## src/rtl/bas_pkg.sv

```systemverilog
package bas_pkg;

   localparam int MAX_CANDIDATES = 16;
   localparam int CNT_W          = $clog2(MAX_CANDIDATES + 2);
   localparam int POS_W          = (MAX_CANDIDATES > 1) ? $clog2(MAX_CANDIDATES) : 1;
   localparam int TIE_W          = $clog2(MAX_CANDIDATES + 1);

   localparam int INDEX_W = 4;
   localparam int TIED_W  = 5;
   localparam int SCORE_W = 32;
   localparam int ED_W    = 16;
   localparam int MAPQ_W  = 8;
   localparam int MSUM_W  = MAPQ_W + 1;
   localparam int ADDR_W  = 4;
   localparam int DATA_W  = 32;

   localparam logic signed [SCORE_W-1:0] SCORE_MIN  = 32'sh8000_0000;
   localparam logic signed [SCORE_W-1:0] SCORE_HALF = 32'shC000_0000;

   typedef enum logic [1:0] {
      REG_PAIRED_MODE  = 2'd0,
      REG_MERGE_BY_MAX = 2'd1,
      REG_CONSERVATIVE = 2'd2
   } reg_index_type;

   typedef struct packed {
      logic paired_mode;
      logic merge_by_max;
      logic report_minima;
   } cfg_type;

   typedef struct packed {
      logic              proper_pair;
      logic              first_unmapped;
      logic              first_tag_present;
      logic [ED_W-1:0]   first_edit_distance;
      logic [MAPQ_W-1:0] first_mapq;
      logic              second_unmapped;
      logic              second_tag_present;
      logic [ED_W-1:0]   second_edit_distance;
      logic [MAPQ_W-1:0] second_mapq;
      logic              last_candidate;
   } req_type;

   typedef struct packed {
      logic                       pair;
      logic signed [SCORE_W-1:0]  score;
      logic [MSUM_W-1:0]          mapq;
      logic [MAPQ_W-1:0]          mapq_first;
      logic [MAPQ_W-1:0]          mapq_second;
   } key_type;

endpackage

```

## src/rtl/bas_key.sv

```systemverilog
module bas_key (
   input  bas_pkg::cfg_type cfg,
   input  bas_pkg::req_type item,
   output bas_pkg::key_type key
);
   import bas_pkg::*;

   logic                      valid_first;
   logic                      valid_second;
   logic signed [SCORE_W-1:0] neg_first;
   logic signed [SCORE_W-1:0] neg_second;
   logic signed [SCORE_W-1:0] max_first;
   logic signed [SCORE_W-1:0] max_second;
   logic signed [SCORE_W-1:0] sum_first;
   logic signed [SCORE_W-1:0] sum_second;

   assign valid_first  = !item.first_unmapped && item.first_tag_present;
   assign valid_second = !item.second_unmapped && item.second_tag_present;
   assign neg_first    = -$signed({{(SCORE_W-ED_W){1'b0}}, item.first_edit_distance});
   assign neg_second   = -$signed({{(SCORE_W-ED_W){1'b0}}, item.second_edit_distance});
   assign max_first    = valid_first  ? neg_first  : SCORE_MIN;
   assign max_second   = valid_second ? neg_second : SCORE_MIN;
   assign sum_first    = valid_first  ? neg_first  : SCORE_HALF;
   assign sum_second   = valid_second ? neg_second : SCORE_HALF;

   always_comb begin
      key.mapq_first = item.first_mapq;
      if (!cfg.paired_mode) begin
         key.pair        = 1'b1;
         key.score       = max_first;
         key.mapq        = MSUM_W'(item.first_mapq);
         key.mapq_second = '0;
      end else if (!cfg.merge_by_max) begin
         key.pair        = item.proper_pair;
         key.score       = sum_first + sum_second;
         key.mapq        = MSUM_W'(item.first_mapq) + MSUM_W'(item.second_mapq);
         key.mapq_second = item.second_mapq;
      end else begin
         key.pair        = item.proper_pair;
         key.score       = (max_second > max_first) ? max_second : max_first;
         key.mapq        = (item.first_mapq > item.second_mapq) ?
                           MSUM_W'(item.first_mapq) : MSUM_W'(item.second_mapq);
         key.mapq_second = item.second_mapq;
      end
   end

endmodule

```

## src/rtl/best_alignment_selector.sv

```systemverilog
// Picks the best of a read's candidate alignments. Each request is one candidate; the
// request with req_last_candidate set closes the run and yields one result (best index,
// tie count, winner's merged score and MAPQs or run minima, overflow flag). Requests are
// taken one per cycle while the input is not stalled: a request is registered, then its
// key is formed and compared against the running best, and the result is loaded into the
// output register as the closing request leaves the input register. A closing request
// held behind a result that has not yet been taken stalls the input until the output
// register frees. Ties go to the lowest index. Candidates beyond MAX_CANDIDATES in a run
// are ignored and flagged. Configure only while no run is open.
module best_alignment_selector (
   input  logic                           clock,
   input  logic                           reset,
   input  logic                           req_valid,
   output logic                           req_ready,
   input  logic                           req_proper_pair,
   input  logic                           req_first_unmapped,
   input  logic                           req_first_tag_present,
   input  logic [bas_pkg::ED_W-1:0]       req_first_edit_distance,
   input  logic [bas_pkg::MAPQ_W-1:0]     req_first_mapq,
   input  logic                           req_second_unmapped,
   input  logic                           req_second_tag_present,
   input  logic [bas_pkg::ED_W-1:0]       req_second_edit_distance,
   input  logic [bas_pkg::MAPQ_W-1:0]     req_second_mapq,
   input  logic                           req_last_candidate,
   output logic                           rsp_valid,
   input  logic                           rsp_ready,
   output logic [bas_pkg::INDEX_W-1:0]    rsp_best_index,
   output logic [bas_pkg::TIED_W-1:0]     rsp_tied_count,
   output logic signed [bas_pkg::SCORE_W-1:0] rsp_best_score,
   output logic [bas_pkg::MAPQ_W-1:0]     rsp_report_mapq_first,
   output logic [bas_pkg::MAPQ_W-1:0]     rsp_report_mapq_second,
   output logic                           rsp_count_overflow,
   input  logic                           csr_psel,
   input  logic                           csr_penable,
   input  logic                           csr_pwrite,
   input  logic [bas_pkg::ADDR_W-1:0]     csr_paddr,
   input  logic [bas_pkg::DATA_W-1:0]     csr_pwdata,
   output logic [bas_pkg::DATA_W-1:0]     csr_prdata,
   output logic                           csr_pready
);
   import bas_pkg::*;

   cfg_type       cfg_ff, cfg_in;
   reg_index_type csr_index;

   logic    s1_valid_ff, s1_valid_in;
   req_type s1_ff;
   req_type req_item;
   key_type key;
   logic    advance;

   logic [CNT_W-1:0]          cnt_ff, cnt_in, upd_cnt;
   logic                      bpair_ff, bpair_in, upd_bpair;
   logic signed [SCORE_W-1:0] bscore_ff, bscore_in, upd_bscore;
   logic [MSUM_W-1:0]         bmapq_ff, bmapq_in, upd_bmapq;
   logic [POS_W-1:0]          pos_ff, pos_in, upd_pos;
   logic [TIE_W-1:0]          tie_ff, tie_in, upd_tie;
   logic [MAPQ_W-1:0]         winq1_ff, winq1_in, upd_winq1;
   logic [MAPQ_W-1:0]         winq2_ff, winq2_in, upd_winq2;
   logic [MAPQ_W-1:0]         minq1_ff, minq1_in, upd_minq1;
   logic [MAPQ_W-1:0]         minq2_ff, minq2_in, upd_minq2;
   logic                      taken, better, equal;

   logic                      rsp_valid_ff, rsp_valid_in, rsp_load;
   logic [INDEX_W-1:0]        rsp_index_ff;
   logic [TIED_W-1:0]         rsp_tied_ff;
   logic signed [SCORE_W-1:0] rsp_score_ff;
   logic [MAPQ_W-1:0]         rsp_q1_ff, rsp_q2_ff;
   logic                      rsp_ovf_ff;

   // configuration port
   assign csr_pready = 1'b1;
   assign csr_index  = reg_index_type'(csr_paddr[3:2]);

   always_comb begin
      cfg_in     = cfg_ff;
      csr_prdata = '0;
      unique case (csr_index)
         REG_PAIRED_MODE: begin
            csr_prdata = DATA_W'(cfg_ff.paired_mode);
            if (csr_psel && csr_penable && csr_pwrite) cfg_in.paired_mode = csr_pwdata[0];
         end
         REG_MERGE_BY_MAX: begin
            csr_prdata = DATA_W'(cfg_ff.merge_by_max);
            if (csr_psel && csr_penable && csr_pwrite) cfg_in.merge_by_max = csr_pwdata[0];
         end
         REG_CONSERVATIVE: begin
            csr_prdata = DATA_W'(cfg_ff.report_minima);
            if (csr_psel && csr_penable && csr_pwrite)
               cfg_in.report_minima = csr_pwdata[0];
         end
         default: begin
            csr_prdata = '0;
         end
      endcase
   end

   // input register
   assign req_item = '{
      proper_pair:          req_proper_pair,
      first_unmapped:       req_first_unmapped,
      first_tag_present:    req_first_tag_present,
      first_edit_distance:  req_first_edit_distance,
      first_mapq:           req_first_mapq,
      second_unmapped:      req_second_unmapped,
      second_tag_present:   req_second_tag_present,
      second_edit_distance: req_second_edit_distance,
      second_mapq:          req_second_mapq,
      last_candidate:       req_last_candidate
   };

   assign advance     = s1_valid_ff && (!s1_ff.last_candidate || !rsp_valid_ff || rsp_ready);
   assign req_ready   = !s1_valid_ff || advance;
   assign s1_valid_in = (req_valid && req_ready) || (s1_valid_ff && !advance);

   bas_key u_key (
      .cfg  (cfg_ff),
      .item (s1_ff),
      .key  (key)
   );

   // running best
   assign taken  = cnt_ff < CNT_W'(MAX_CANDIDATES);
   assign better = (cnt_ff == '0) || (key.pair && !bpair_ff) ||
                   ((key.pair == bpair_ff) && (key.score > bscore_ff)) ||
                   ((key.pair == bpair_ff) && (key.score == bscore_ff) && (key.mapq > bmapq_ff));
   assign equal  = (key.pair == bpair_ff) && (key.score == bscore_ff) && (key.mapq == bmapq_ff);

   always_comb begin
      upd_cnt    = cnt_ff;
      upd_bpair  = bpair_ff;
      upd_bscore = bscore_ff;
      upd_bmapq  = bmapq_ff;
      upd_pos    = pos_ff;
      upd_tie    = tie_ff;
      upd_winq1  = winq1_ff;
      upd_winq2  = winq2_ff;
      upd_minq1  = minq1_ff;
      upd_minq2  = minq2_ff;
      if (taken) begin
         if (better) begin
            upd_bpair  = key.pair;
            upd_bscore = key.score;
            upd_bmapq  = key.mapq;
            upd_pos    = cnt_ff[POS_W-1:0];
            upd_tie    = TIE_W'(1);
            upd_winq1  = key.mapq_first;
            upd_winq2  = key.mapq_second;
         end else if (equal) begin
            upd_tie = tie_ff + TIE_W'(1);
         end
         if (key.mapq_first < minq1_ff)  upd_minq1 = key.mapq_first;
         if (key.mapq_second < minq2_ff) upd_minq2 = key.mapq_second;
         upd_cnt = cnt_ff + CNT_W'(1);
      end else begin
         upd_cnt = CNT_W'(MAX_CANDIDATES + 1);
      end
   end

   always_comb begin
      cnt_in    = cnt_ff;
      bpair_in  = bpair_ff;
      bscore_in = bscore_ff;
      bmapq_in  = bmapq_ff;
      pos_in    = pos_ff;
      tie_in    = tie_ff;
      winq1_in  = winq1_ff;
      winq2_in  = winq2_ff;
      minq1_in  = minq1_ff;
      minq2_in  = minq2_ff;
      if (advance) begin
         if (s1_ff.last_candidate) begin
            cnt_in    = '0;
            bpair_in  = 1'b0;
            bscore_in = '0;
            bmapq_in  = '0;
            pos_in    = '0;
            tie_in    = '0;
            winq1_in  = '0;
            winq2_in  = '0;
            minq1_in  = '1;
            minq2_in  = '1;
         end else begin
            cnt_in    = upd_cnt;
            bpair_in  = upd_bpair;
            bscore_in = upd_bscore;
            bmapq_in  = upd_bmapq;
            pos_in    = upd_pos;
            tie_in    = upd_tie;
            winq1_in  = upd_winq1;
            winq2_in  = upd_winq2;
            minq1_in  = upd_minq1;
            minq2_in  = upd_minq2;
         end
      end
   end

   // result register
   assign rsp_load     = advance && s1_ff.last_candidate;
   assign rsp_valid_in = rsp_load || (rsp_valid_ff && !rsp_ready);

   always_ff @(posedge clock) begin
      if (reset) begin
         cfg_ff       <= '0;
         s1_valid_ff  <= 1'b0;
         rsp_valid_ff <= 1'b0;
         cnt_ff       <= '0;
         bpair_ff     <= 1'b0;
         bscore_ff    <= '0;
         bmapq_ff     <= '0;
         pos_ff       <= '0;
         tie_ff       <= '0;
         winq1_ff     <= '0;
         winq2_ff     <= '0;
         minq1_ff     <= '1;
         minq2_ff     <= '1;
      end else begin
         cfg_ff       <= cfg_in;
         s1_valid_ff  <= s1_valid_in;
         rsp_valid_ff <= rsp_valid_in;
         cnt_ff       <= cnt_in;
         bpair_ff     <= bpair_in;
         bscore_ff    <= bscore_in;
         bmapq_ff     <= bmapq_in;
         pos_ff       <= pos_in;
         tie_ff       <= tie_in;
         winq1_ff     <= winq1_in;
         winq2_ff     <= winq2_in;
         minq1_ff     <= minq1_in;
         minq2_ff     <= minq2_in;
      end
   end

   always_ff @(posedge clock) begin
      if (req_valid && req_ready) begin
         s1_ff <= req_item;
      end
      if (rsp_load) begin
         rsp_index_ff <= INDEX_W'(upd_pos);
         rsp_tied_ff  <= TIED_W'(upd_tie);
         rsp_score_ff <= upd_bscore;
         rsp_ovf_ff   <= upd_cnt > CNT_W'(MAX_CANDIDATES);
         if (cfg_ff.report_minima) begin
            rsp_q1_ff <= upd_minq1;
            rsp_q2_ff <= cfg_ff.paired_mode ? upd_minq2 : '0;
         end else begin
            rsp_q1_ff <= upd_winq1;
            rsp_q2_ff <= cfg_ff.paired_mode ? upd_winq2 : '0;
         end
      end
   end

   assign rsp_valid              = rsp_valid_ff;
   assign rsp_best_index         = rsp_index_ff;
   assign rsp_tied_count         = rsp_tied_ff;
   assign rsp_best_score         = rsp_score_ff;
   assign rsp_report_mapq_first  = rsp_q1_ff;
   assign rsp_report_mapq_second = rsp_q2_ff;
   assign rsp_count_overflow     = rsp_ovf_ff;

endmodule
```

## config.mk

```make
export PLATFORM = sky130hd
export DESIGN_NAME = best_alignment_selector
export DESIGN_NICKNAME = d
export VERILOG_FILES = /design/src/rtl/bas_pkg.sv /design/src/rtl/bas_key.sv /design/src/rtl/best_alignment_selector.sv
export SDC_FILE = /design/constraint.sdc
export NUM_CORES = 1
export LEC_CHECK = 0
export BUFFER_PORTS_ARGS = -buffer_cell sky130_fd_sc_hd__buf_2
export CORE_ASPECT_RATIO = 0.8
export CORE_MARGIN = 3
export CORE_UTILIZATION = 39
export DETAILED_ROUTE_END_ITERATION = 10
export PLACE_DENSITY = 0.59
export SYNTH_ARGS = -nofsm -noshare
export SYNTH_HDL_FRONTEND = slang
export SYNTH_HIERARCHICAL = 1
export SYNTH_SLANG_ARGS = --single-unit
```

## constraint.sdc

```tcl
create_clock -name clock -period 15.07 [get_ports clock]
set_input_delay 3.014 -clock clock [delete_from_list [all_inputs] [get_ports clock]]
set_output_delay 3.014 -clock clock [all_outputs]
set_load 0.005 [all_outputs]
```

* Word-level counts from Yosys, hierarchy flattened
Cells that the tools add are included.
** Cells by class
- Reduce and logical (&&, ||, !) cells :: 38
- Shift operators :: 0
- $mul :: 0
- Div/mod/pow operators :: 0
- $lt $le $gt $ge :: 8
- Equal/unequal tests :: 5
- Mux-type cells :: 44
- Bitwise gates (word level) :: 0
- $add $sub $neg :: 6
** Operators with widths (count)
- 32-bit 2-to-1 mux :: 8
- 8-bit 2-to-1 mux :: 18
- 32-bit > comparator :: 2
- 16-bit negation with 32-bit output :: 2
- 42-bit 2-to-1 mux :: 1
- 41-bit 2-to-1 mux :: 1
- 32-bit adder :: 1
- 32-bit == test :: 1
- 5-bit 2-to-1 mux :: 6
- 9-bit 2-to-1 mux :: 3
- 8-bit less-than comparator :: 2
- 1-bit logical AND :: 14
- 4-bit 2-to-1 mux :: 3
- 5-bit by 1-bit adder with 5-bit output, second input constant :: 2
- 8-bit by 8-bit adder with 9-bit output :: 1
- 9-bit == test :: 1
- 9-bit > comparator :: 1
- 8-bit > comparator :: 1
- 1-bit zero test :: 8
- 1-bit logical OR :: 8
- 2-bit AND reduction :: 3
- 5-bit > comparator, second input constant :: 1
- 5-bit zero test :: 1
- 5-bit less-than comparator, second input constant :: 1
- 8 further kinds :: 11
** Word-level totals
- Memories kept :: 0
- Memory bits (writable) :: 0
- Latch bits :: 0
- Output and inout port bits :: 93
- Bits in registers :: 205
- Bits of input ports :: 97
- Bits in read-only memories :: 0

* Depth between registers and ports, before layout
Gate-level depths: netlist of run 1.
- Depth in word-level cells :: 15
- Depth in mapped cells :: 31
- Mapped depth without buffers :: 28

* Hierarchy
Netlist of run 1, hierarchy kept.
** Modules (own cells, without submodules)
- best_alignment_selector :: times used 1, seq. area each 5225.0 µm², area each 10221.1 µm², cells each 903
- bas_key :: times used 1, seq. area each 0.0 µm², area each 4559.4 µm², cells each 697

* Worst setup path before layout of run 1
No wires, ideal clock.
- Path kind :: flip-flop to flip-flop
- Start point :: register s1_ff[12] in the netlist's numbering
- End point :: register rsp_index_ff[0] (netlist: rsp_best_index[0]) (data pin)
- Library setup time :: 0.260 ns
- Data required time :: 14.810 ns
- Setup slack :: 8.258 ns
- Cell stages (with the launch flop) :: 26
- Data arrival time :: 6.552 ns
- Path through :: edfxtp_1 nor3_1 nand3_1 or3_1 or4_4 nor3_1 ha_1 and2_1 ha_1 nand4_1 a2111o_1 o211ai_1 and4b_1 or3_1 nand2_1 a21oi_1 a22oi_1 ha_1 nand4_1 nor2_1 a22o_1 o41a_2 o311a_1 buf_6 o21ai_4 mux2_2
** RTL lines
- from (decl) :: RTL line best_alignment_selector.sv:47 : req_type s1_ff;
- from (signal assigned) :: RTL line best_alignment_selector.sv:236 : s1_ff <= req_item;
- to (signal assigned) :: RTL line best_alignment_selector.sv:239 : rsp_index_ff <= INDEX_W'(upd_pos);
- to (decl) :: RTL line best_alignment_selector.sv:65 : logic [INDEX_W-1:0] rsp_index_ff;

==> flow_summary.yaml, run 1 <==
synth:
  synth_edf_count: 112
  yosysWarnings: 6
  synth_area_leader_cell: "edfxtp_1"
  synth_area_leaders: "edfxtp_1 23%, dfxtp_1 13%, ha_1 12%"
  syn_avg_cell_area_sq_um: 9.24
  syn_inst: 1600
  yosysSeqAreaShare_pct: 35.4
  ys_ff_latch: 205
  synthTopCellsByCount: "157 x inv_1, 140 x ha_1, 112 x edfxtp_1"
  synthFlopType: "edfxtp_1"
  syn_area_sq_um: 14800
  post-synth-top-count-cell: "inv_1"
  synth_top_area_share_pct: 22.8
  ys_async_sr_fraction_pct: 0
  synth.distinct_cells: 88
pwr:
  leakagePower_nw: 6.87
  power_density_nw_per_um2: 89.6
  vdd_ir_drop_max_mv: 0.0640
clocking:
  holdBufCountCts: 0
  cts.sinks: 205
  worstSkewPairLatency_ns: 0.53
  cts_setup_buffers: 0
  postCtsResizedCells: 0
  cts_root_buf: "clkbuf_16"
  ctsLongestPathBuffers: 3
  numCtsBuffers: 25
  htreeDepth: 1
  clk_pin_slew_worst_paths_ns: 0.06
  cts_tree: "built"
timing:
  hold_viol: 0
  period_needed_ns: 9.17
  fmax_mhz: 109
  fin_crit_sh_pct: 60.8
  rsz0062_at_grt: "no"
  worst_pin_slew_ns: 1.03
  relSlewSlack_pct: 31.4
  finalMaxSlewViolations: 0
  skew_ns: 0.0118
  setup_ws_ns: 5.90
  setup_viol: 0
  setup_tns_ns: 0
worst_setup_path:
  cpMaxStageDelayCell: "a41o_1"
  worstSetupPathType: "reg -> reg"
  end_kind: "flip-flop"
  reg2reg_slack_ns: 5.90
  r2r_cells: 26
  r2r-end: "bscore_ff[18]"
  crit_required_ns: 15.54
  r2r_start: "s1_ff[35]"
  critPathLaunchType: "flip-flop"
  cp_max_fo: 35
  slowest_delay_ns: 0.88
  crit_arrival_ns: 9.64
final_layout:
  multiInputGateArea_sq_um: 8400
  n_antenna_cell: 0
  nets: 1915
  area_growth_pct: 11.3
  drive_gt1_share_pct: 15.6
  fillers: 3679
  final_cells: 2181
  area.sequential_sq_um: 5230
floorplanning:
  initial_utilization_pct: 39.7
  die_w_um: 224
  core_sq_um: 37200
  ios: 190
  fp.dieArea_sq_um: 40300
  row_count: 63
  die_h_um: 180
grt:
  grt_pass1_vias: 11500
  grt_pass1_wl_mm: 64.1
  grt_start_max_net_pins: 62
  grt-ovfl-total: 0
  track_usage_pct: 19.4
  antenna_found_initial: 0
routing:
  route.antenna.remaining_nets: 0
  viasPerCell: 5.57
  dr.first_iter.drc_count: 1080
  first_pass_iters: 5
  routed_wl_mm: 40.0
  wl_per_cell_um: 18.4
  vias: 12100
  drc: 0
flow_run:
  drv_cap: 0
worst_hold_path:
  min_to: "bmapq_ff[3]"
  min_delay_path_depth: 1
  min_path_type: "reg -> reg"
  hp-start: "bmapq_ff[3]"
placement:
  portBuffers: 124
  pre_cts_ws_ns: 6.21
  dp_hpwl_mm: 29.0
  dp.cells: 2136
  gp_congestion: 0.888
outcome:
  status: "completed"
[worst max-delay path: cells and delay by family, from the launching register on]
kind            cells  cell delay, ns
xor+xnor            1            0.18
flops               1            0.41
compound gates      7            2.67
buf+inv             3            0.92
fa+ha+maj           3            1.03
simple gates       12            3.85
[stage by stage]
step	area [sq um]	util, %	hold slack, ns	total power, mW
5_1_grt	16400	44.2	0.493	1.54
3_5_place_dp	15600	41.9	0.454	0.847
3_3_place_gp	15600	41.9	0.453	0.844
4_1_cts	16400	44.2	0.476	1.49
2_1_floorplan	14900	-	0.437	0.794
6_report	16400	44.2	0.476	1.47
[placed cells by master, fill, tap and decap left out, drive strengths merged, types with 15 or more instances in the layout]
master  count
buf       140
xnor2      33
mux2       36
o21ai      65
clkbuf     32
nor3b      21
edfxtp    112
nor2b      23
dfxtp      93
nand2      69
nand2b     24
nand3b     19
a21oi      83
nor4       17
o31ai      15
a22o       49
nand4      60
xor2       19
a21o       18
ha        140
o311ai     18
nor2      110
o211ai     53
nor3       29
or4        16
conb       32
inv       161
nand3      42
a211oi     20
[cells by family after synthesis]
| group | Yosys count | synth area share (%) |
|---|---|---|
| fa+ha+maj | 142 | 12.1 |
| simple gates | 466 | 17.3 |
| buf+inv | 281 | 8.77 |
| other cells | 2 | 0.0508 |
| compound gates | 412 | 20.1 |
| mux | 40 | 3.22 |
| flops | 205 | 35.4 |
| xor+xnor | 52 | 3.08 |
[area by class of cell]
cell class,count,area share [%]
multi-input cells,1144,51.1
flip-flops and latches,205,31.8
repair buffers,140,4.50
clock buffers,32,4.34
well taps,487,3.71
inverters,160,3.65
clock inverters,13,0.951
[state kept, by name (all words and copies together), names as in the netlist]
| register | cells |
|---|---|
| s1_ff | 54 |
| bscore_ff | 32 |
| rsp_best_score | 32 |
| bmapq_ff | 9 |
| minq1_ff | 8 |
| minq2_ff | 8 |
| rsp_report_mapq_first | 8 |
| rsp_report_mapq_second | 8 |
| winq1_ff | 8 |
| winq2_ff | 8 |
| cnt_ff | 5 |
| rsp_tied_count | 5 |
| tie_ff | 5 |
| pos_ff | 4 |
| rsp_best_index | 4 |
| cfg_ff | 3 |
| bpair_ff | 1 |
| rsp_count_overflow | 1 |
| rsp_valid | 1 |
| s1_valid_ff | 1 |
[how the worst max path moves through the flow]
| stage | startpoint | endpoint | cells past startpoint |
|---|---|---|---|
| after floorplan | s1_ff[12] | rsp_best_index[0] | 25 |
| after global placement | s1_ff[12] | bscore_ff[26] | 26 |
| after detailed placement | s1_ff[12] | bscore_ff[18] | 25 |
| after CTS | s1_ff[35] | bscore_ff[18] | 26 |
| after global routing | s1_ff[35] | bscore_ff[30] | 26 |
| final | s1_ff[35] | bscore_ff[18] | 26 |
[where the power goes]
part	total [mW]	leakage [nW]	switching, mW	internal, mW
Sequential	0.625	1.85	0.0149	0.610
Clock	0.635	0.427	0.249	0.387
Combinational	0.213	4.60	0.134	0.0794
Total	1.47	6.87	0.397	1.08
[routing by layer]
| layer | global-route usage (%) | part of all wire, % |
|---|---|---|
| met5 | 0 | 0 |
| met4 | 4.86 | 2.2 |
| met3 | 2.69 | 4.9 |
| met2 | 28.8 | 42 |
| met1 | 29.4 | 51 |
Power figures use the tool's default switching activity.
==> run 2: changes to the inputs <==
--- a/config.mk
+++ b/config.mk
@@ -5,12 +5,13 @@
 export SDC_FILE = /design/constraint.sdc
 export NUM_CORES = 1
 export LEC_CHECK = 0
+export ABC_AREA = 1
 export BUFFER_PORTS_ARGS = -buffer_cell sky130_fd_sc_hd__buf_2
 export CORE_ASPECT_RATIO = 0.8
 export CORE_MARGIN = 3
 export CORE_UTILIZATION = 39
 export DETAILED_ROUTE_END_ITERATION = 10
-export PLACE_DENSITY = 0.59
+export PLACE_DENSITY = 0.58
 export SYNTH_ARGS = -nofsm -noshare
 export SYNTH_HDL_FRONTEND = slang
 export SYNTH_HIERARCHICAL = 1
==> constraint.sdc (replaced) <==
create_clock -name clock -period 9.4 [get_ports clock]
set_input_delay 1.88 -clock clock [delete_from_list [all_inputs] [get_ports clock]]
set_output_delay 1.88 -clock clock [all_outputs]
set_load 0.005 [all_outputs]
==> flow_summary.yaml, run 2 <==
outcome:
  status: "completed"
synth:
  ys_async_sr_fraction_pct: 0
  synthTopCellsByCount: "497 x nand2_1, 315 x inv_1, 226 x a21oi_1"
  synth_edf_count: 112
  synth_area_leader_cell: "edfxtp_1"
  syn_inst: 2170
  synth_top_area_share_pct: 21.6
  syn_area_sq_um: 15500
  synth.distinct_cells: 56
  post-synth-top-count-cell: "nand2_1"
  synthFlopType: "edfxtp_1"
  synth_area_leaders: "edfxtp_1 22%, nand2_1 12%, dfxtp_1 12%"
  yosysWarnings: 6
  syn_avg_cell_area_sq_um: 7.16
  yosysSeqAreaShare_pct: 33.6
  ys_ff_latch: 205
worst_setup_path:
  crit_arrival_ns: 8.07
  r2r_start: "s1_ff[9]"
  cpMaxStageDelayCell: "nand2_4"
  r2r_cells: 33
  reg2reg_slack_ns: 1.77
  end_kind: "flip-flop"
  critPathLaunchType: "flip-flop"
  worstSetupPathType: "reg -> reg"
  crit_path_frequent_cell: "nand2_1"
  crit_family: "simple AND/OR/NAND/NOR gates"
  crit_required_ns: 9.85
  slowest_delay_ns: 0.62
  crit_buf_inv: 2
  r2r-end: "bmapq_ff[4]"
  cp_max_fo: 55
routing:
  wl_per_cell_um: 16.1
  first_pass_iters: 5
  route.antenna.remaining_nets: 0
  routed_wl_mm: 45.0
  drc: 0
  viasPerCell: 5.11
  vias: 14300
  dr.first_iter.drc_count: 1074
final_layout:
  area_growth_pct: 10.5
  layout_common_cells: "496 x nand2_1, 313 x inv_1, 226 x a21oi_1"
  largest_reg_flops: 54
  top_register: "s1_ff"
  fillers: 3964
  nets: 2490
  n_antenna_cell: 0
  multiInputGateArea_sq_um: 8620
  mostFrequentLayoutCell: "nand2_1"
  final_core_util_pct: 44.3
  area.sequential_sq_um: 5230
  drive_gt1_share_pct: 10.0
timing:
  fmax_mhz: 131
  relSlewSlack_pct: 13.9
  rsz0062_at_grt: "no"
  setup_tns_ns: 0
  finalMaxSlewViolations: 0
  skew_ns: 0.0120
  hold_viol: 0
  holdWs_ns: 0.460
  worst_pin_slew_ns: 1.29
  fin_crit_sh_pct: 81.1
  period_needed_ns: 7.63
  setup_ws_ns: 1.77
  setup_viol: 0
clocking:
  postCtsResizedCells: 0
  cts_root_buf: "clkbuf_16"
  htreeDepth: 1
  cts.sinks: 205
  ctsLongestPathBuffers: 3
  holdBufCountCts: 0
  worstSkewPairLatency_ns: 0.53
  cts_setup_buffers: 0
  numCtsBuffers: 24
  clk_pin_slew_worst_paths_ns: 0.06
  cts_tree: "built"
floorplanning:
  die_w_um: 229
  core_sq_um: 38800
  row_count: 64
  die_h_um: 185
  fp.dieArea_sq_um: 42300
  ios: 190
  initial_utilization_pct: 40.1
placement:
  portBuffers: 124
  pre_cts_ws_ns: 1.85
  dp_hpwl_mm: 33.0
  gp_congestion: 0.957
pwr:
  power.total_mw: 2.28
  leakagePower_nw: 8.14
  vdd_ir_drop_max_mv: 0.115
  power_density_nw_per_um2: 133
grt:
  grt_pass1_vias: 13700
  use_met1_pct: 30.9
  grt_util_met3_pct: 3.62
  grt_pass1_wl_mm: 72.3
  grt-ovfl-total: 0
  gr-usage-met2_pct: 32.7
  antenna_found_initial: 0
  busiest_layer: "met2"
  track_usage_pct: 21.1
  grt_start_max_net_pins: 88
flow_run:
  drv_cap: 0
worst_hold_path:
  hp-start: "bpair_ff"
  min_to: "bpair_ff"
  min_delay_path_depth: 2
  min_path_type: "reg -> reg"
==> run 2: changes by cell type in the layout (fill, tap and decap cells not counted), sizes merged, moves of 32 or more <==
cell	previous run	this run
xnor2	33	1
a22o	49	0
a21oi	83	228
o211ai	53	7
inv	161	322
mux2	36	0
o21ai	65	114
nand2	69	509
nand3	42	168
nor2	110	148
==> run 2: tightest hold or removal path: cells and delay by family (launching register included) <==
| kind | cells | cell delay (ns) |
|---|---|---|
| AO/OA/AOI/OAI | 1 | 0.05 |
| flip-flops | 1 | 0.31 |
| AND/OR/NAND/NOR | 1 | 0.06 |
==> run 2: kinds of logic (layout without fill, tap and decap cells) <==
| logic type | after synthesis | count (layout) | synth area share (%) |
|---|---|---|---|
| adder cells (fa/ha/maj) | 142 | 142 | 11.5 |
| flip-flops | 205 | 205 | 33.6 |
| XOR/XNOR | 8 | 8 | 0.451 |
| AND/OR/NAND/NOR | 994 | 994 | 29.4 |
| other | 2 | 32 | 0.0483 |
| AO/OA/AOI/OAI | 386 | 386 | 13.2 |
| buffers and inverters | 433 | 502 | 11.7 |
==> run 2: power breakdown <==
part | switching [mW] | internal [mW] | leakage, nW | total [mW]
registers | 0.0226 | 0.981 | 1.84 | 1.00
logic | 0.258 | 0.129 | 5.94 | 0.387
clock network | 0.381 | 0.512 | 0.366 | 0.893
total | 0.662 | 1.62 | 8.14 | 2.28
==> run 2: per-layer routing <==
| metal | part of all wire [%] | wire, um | vias up |
|---|---|---|---|
| li1 | - | - | 7260 |
| met1 | 50 | 22500 | 6604 |
| met2 | 42 | 19000 | 371 |
| met3 | 6.1 | 2760 | 46 |
| met4 | 1.7 | 786 | 0 |
| met5 | 0 | 0 | - |
==> run 2: stage by stage <==
step / std cells / area [sq um]
detailed placement: 2753 / 16400
floorplan: 2200 / 15700
global placement: 2753 / 16400
finish: 2797 / 17200
CTS: 2797 / 17200
global route: 2797 / 17200
==> run 2: final cells by class <==
cell class	count	share of cell area (%)
flip-flops and latches	205	30.4
multi-input cells	1562	50.2
repair buffers	135	4.10
clock inverters	10	0.321
inverters	323	7.06
well taps	528	3.85
clock buffers	34	4.02
==> run 2: worst max-delay path by stage <==
stage / start / end / slack, ns / depth (start not counted)
after floorplan: s1_ff[35] / rsp_report_mapq_second[5] / 4.41 / 45
after global placement: s1_ff[9] / bmapq_ff[2] / 1.89 / 33
after detailed placement: s1_ff[9] / bmapq_ff[1] / 1.85 / 33
after CTS: s1_ff[9] / bmapq_ff[4] / 1.80 / 33
after global routing: s1_ff[36] / bmapq_ff[4] / 1.02 / 38
final: s1_ff[9] / bmapq_ff[4] / 1.77 / 33
==> run 3: changes to the inputs <==
--- a/config.mk
+++ b/config.mk
@@ -11,7 +11,7 @@
 export CORE_MARGIN = 3
 export CORE_UTILIZATION = 39
 export DETAILED_ROUTE_END_ITERATION = 10
-export PLACE_DENSITY = 0.58
+export PLACE_DENSITY = 0.6
 export SYNTH_ARGS = -nofsm -noshare
 export SYNTH_HDL_FRONTEND = slang
 export SYNTH_HIERARCHICAL = 1
==> constraint.sdc (replaced) <==
create_clock -name clock -period 6.4 [get_ports clock]
set_input_delay 1.28 -clock clock [delete_from_list [all_inputs] [get_ports clock]]
set_output_delay 1.28 -clock clock [all_outputs]
set_load 0.005 [all_outputs]
==> flow_summary.yaml, run 3 (synthesis gave the netlist of run 2 again) <==
worst_setup_path:
  crit_family: "simple AND/OR/NAND/NOR gates"
  end_kind: "flip-flop"
  cpMaxStageDelayCell: "edfxtp_1"
  crit_buf_inv: 5
  crit_path_frequent_cell: "nand2_1"
  crit_arrival_ns: 6.27
  critPathLaunchType: "flip-flop"
  crit_required_ns: 6.71
  cp_max_fo: 8
  slowest_delay_ns: 0.37
  worstSetupPathType: "reg -> reg"
final_layout:
  drive_gt1_share_pct: 12.6
  area_growth_pct: 14.7
  largest_reg_flops: 54
  mostFrequentLayoutCell: "nand2_1"
  final_area_sq_um: 17800
  layout_common_cells: "495 x nand2_1, 312 x inv_1, 222 x a21oi_1"
  nets: 2526
  n_antenna_cell: 0
  top_register: "s1_ff"
clocking:
  worstSkewPairLatency_ns: 0.55
  holdBufCountCts: 0
  cts_root_buf: "clkbuf_16"
  ctsLongestPathBuffers: 3
  cts_tree: "built"
  numCtsBuffers: 25
  cts.sinks: 205
  htreeDepth: 1
  clk_pin_slew_worst_paths_ns: 0.06
routing:
  first_pass_iters: 5
  wl_per_cell_um: 16.4
  viasPerCell: 5.12
  drc: 0
  route.antenna.remaining_nets: 0
  routed_wl_mm: 46.4
  dr.first_iter.drc_count: 1318
  vias: 14500
grt:
  track_usage_pct: 21.0
  grt_pass1_wl_mm: 71.9
  grt-ovfl-total: 0
  grt_pass1_vias: 13300
  grt_start_max_net_pins: 79
  antenna_found_initial: 0
timing:
  relSlewSlack_pct: 13.1
  period_needed_ns: 5.96
  finalMaxSlewViolations: 0
  fin_crit_sh_pct: 93.2
  setup_viol: 0
  setup_ws_ns: 0.435
  fmax_mhz: 168
  hold_viol: 0
  worst_pin_slew_ns: 1.30
  skew_ns: 0.0162
floorplanning:
  core_sq_um: 38800
  fp.dieArea_sq_um: 42300
  die_h_um: 185
  ios: 190
  initial_utilization_pct: 40.1
  die_w_um: 229
  row_count: 64
outcome:
  status: "completed"
pwr:
  leakagePower_nw: 8.42
  vdd_ir_drop_max_mv: 0.175
  power_density_nw_per_um2: 195
placement:
  gp_congestion: 0.949
  dp_hpwl_mm: 33.9
  placed_area_sq_um: 16700
  portBuffers: 124
  pre_cts_ws_ns: 0.250
flow_run:
  drv_cap: 0
worst_hold_path:
  min_path_type: "reg -> reg"
## run 3: changes by cell type in the layout (fill, tap and decap cells not counted), sizes merged
cell | previous run | this run
buf | 135 | 164
clkbuf | 34 | 36
nand3 | 168 | 169
nor2 | 148 | 149
inv | 322 | 326
## run 3: worst paths after layout
kind              slack, ns                        end     startpoint  cells after the start
hold reg to reg        0.46              bscore_ff[11]  bscore_ff[11]                      2
setup reg to reg       0.44  rsp_report_mapq_second[4]      s1_ff[35]                     41
setup / recovery       0.44  rsp_report_mapq_second[4]      s1_ff[35]                     41
hold / removal         0.46              bscore_ff[11]  bscore_ff[11]                      2
## run 3: worst register-to-register path, delay by kind of cell (launching register included)
kind	cells	cell delay (ns)
buffers and inverters	5	0.43
AOI/OAI and AO/OA	10	1.64
DFF	1	0.37
and+or+nand+nor	23	2.53
adders and majority gates	3	0.80
## run 3: cell type report
type / count / area, sq um
clock buffers: 32 / 693
clock inverters: 14 / 108
well taps: 528 / 661
repair buffers: 168 / 1100
fillers: 3955 / 20900
flip-flops and latches: 205 / 5230
inverters: 323 / 1210
multi-input cells: 1564 / 8820
## run 3: per-layer routing
layer	vias to the layer above	GRT usage, %	part of all wire, %
met2	421	32.6	43
li1	7335	-	-
met5	-	0	0
met4	0	3.31	1.5
met3	51	2.84	6.3
met1	6712	31.6	49
## run 3: per-stage QoR
step | cells | utilization (%) | TNS [ns] | hold slack (ns) | total power [mW]
after floorplan | 2200 | - | 0 | 0.437 | 1.91
after global placement | 2776 | 43.0 | 0 | 0.446 | 2.07
after global routing | 2834 | 46.0 | -0.0451 | 0.480 | 3.65
final | 2834 | 46.0 | 0 | 0.464 | 3.47
after CTS | 2822 | 45.1 | 0 | 0.462 | 3.48
after detailed placement | 2776 | 43.0 | 0 | 0.453 | 2.08
## run 3: repair_timing
action / 4_1_cts / 5_1_grt
endpoints found under the setup margin: 0 / 124
buffers inserted: 0 / 6
resized for setup: 0 / 42
hold endpoints to repair: 0 / 0
## run 3: power breakdown
group | internal (mW) | switching (mW)
registers | 1.44 | 0.0352
clock network | 0.778 | 0.603
logic | 0.212 | 0.397
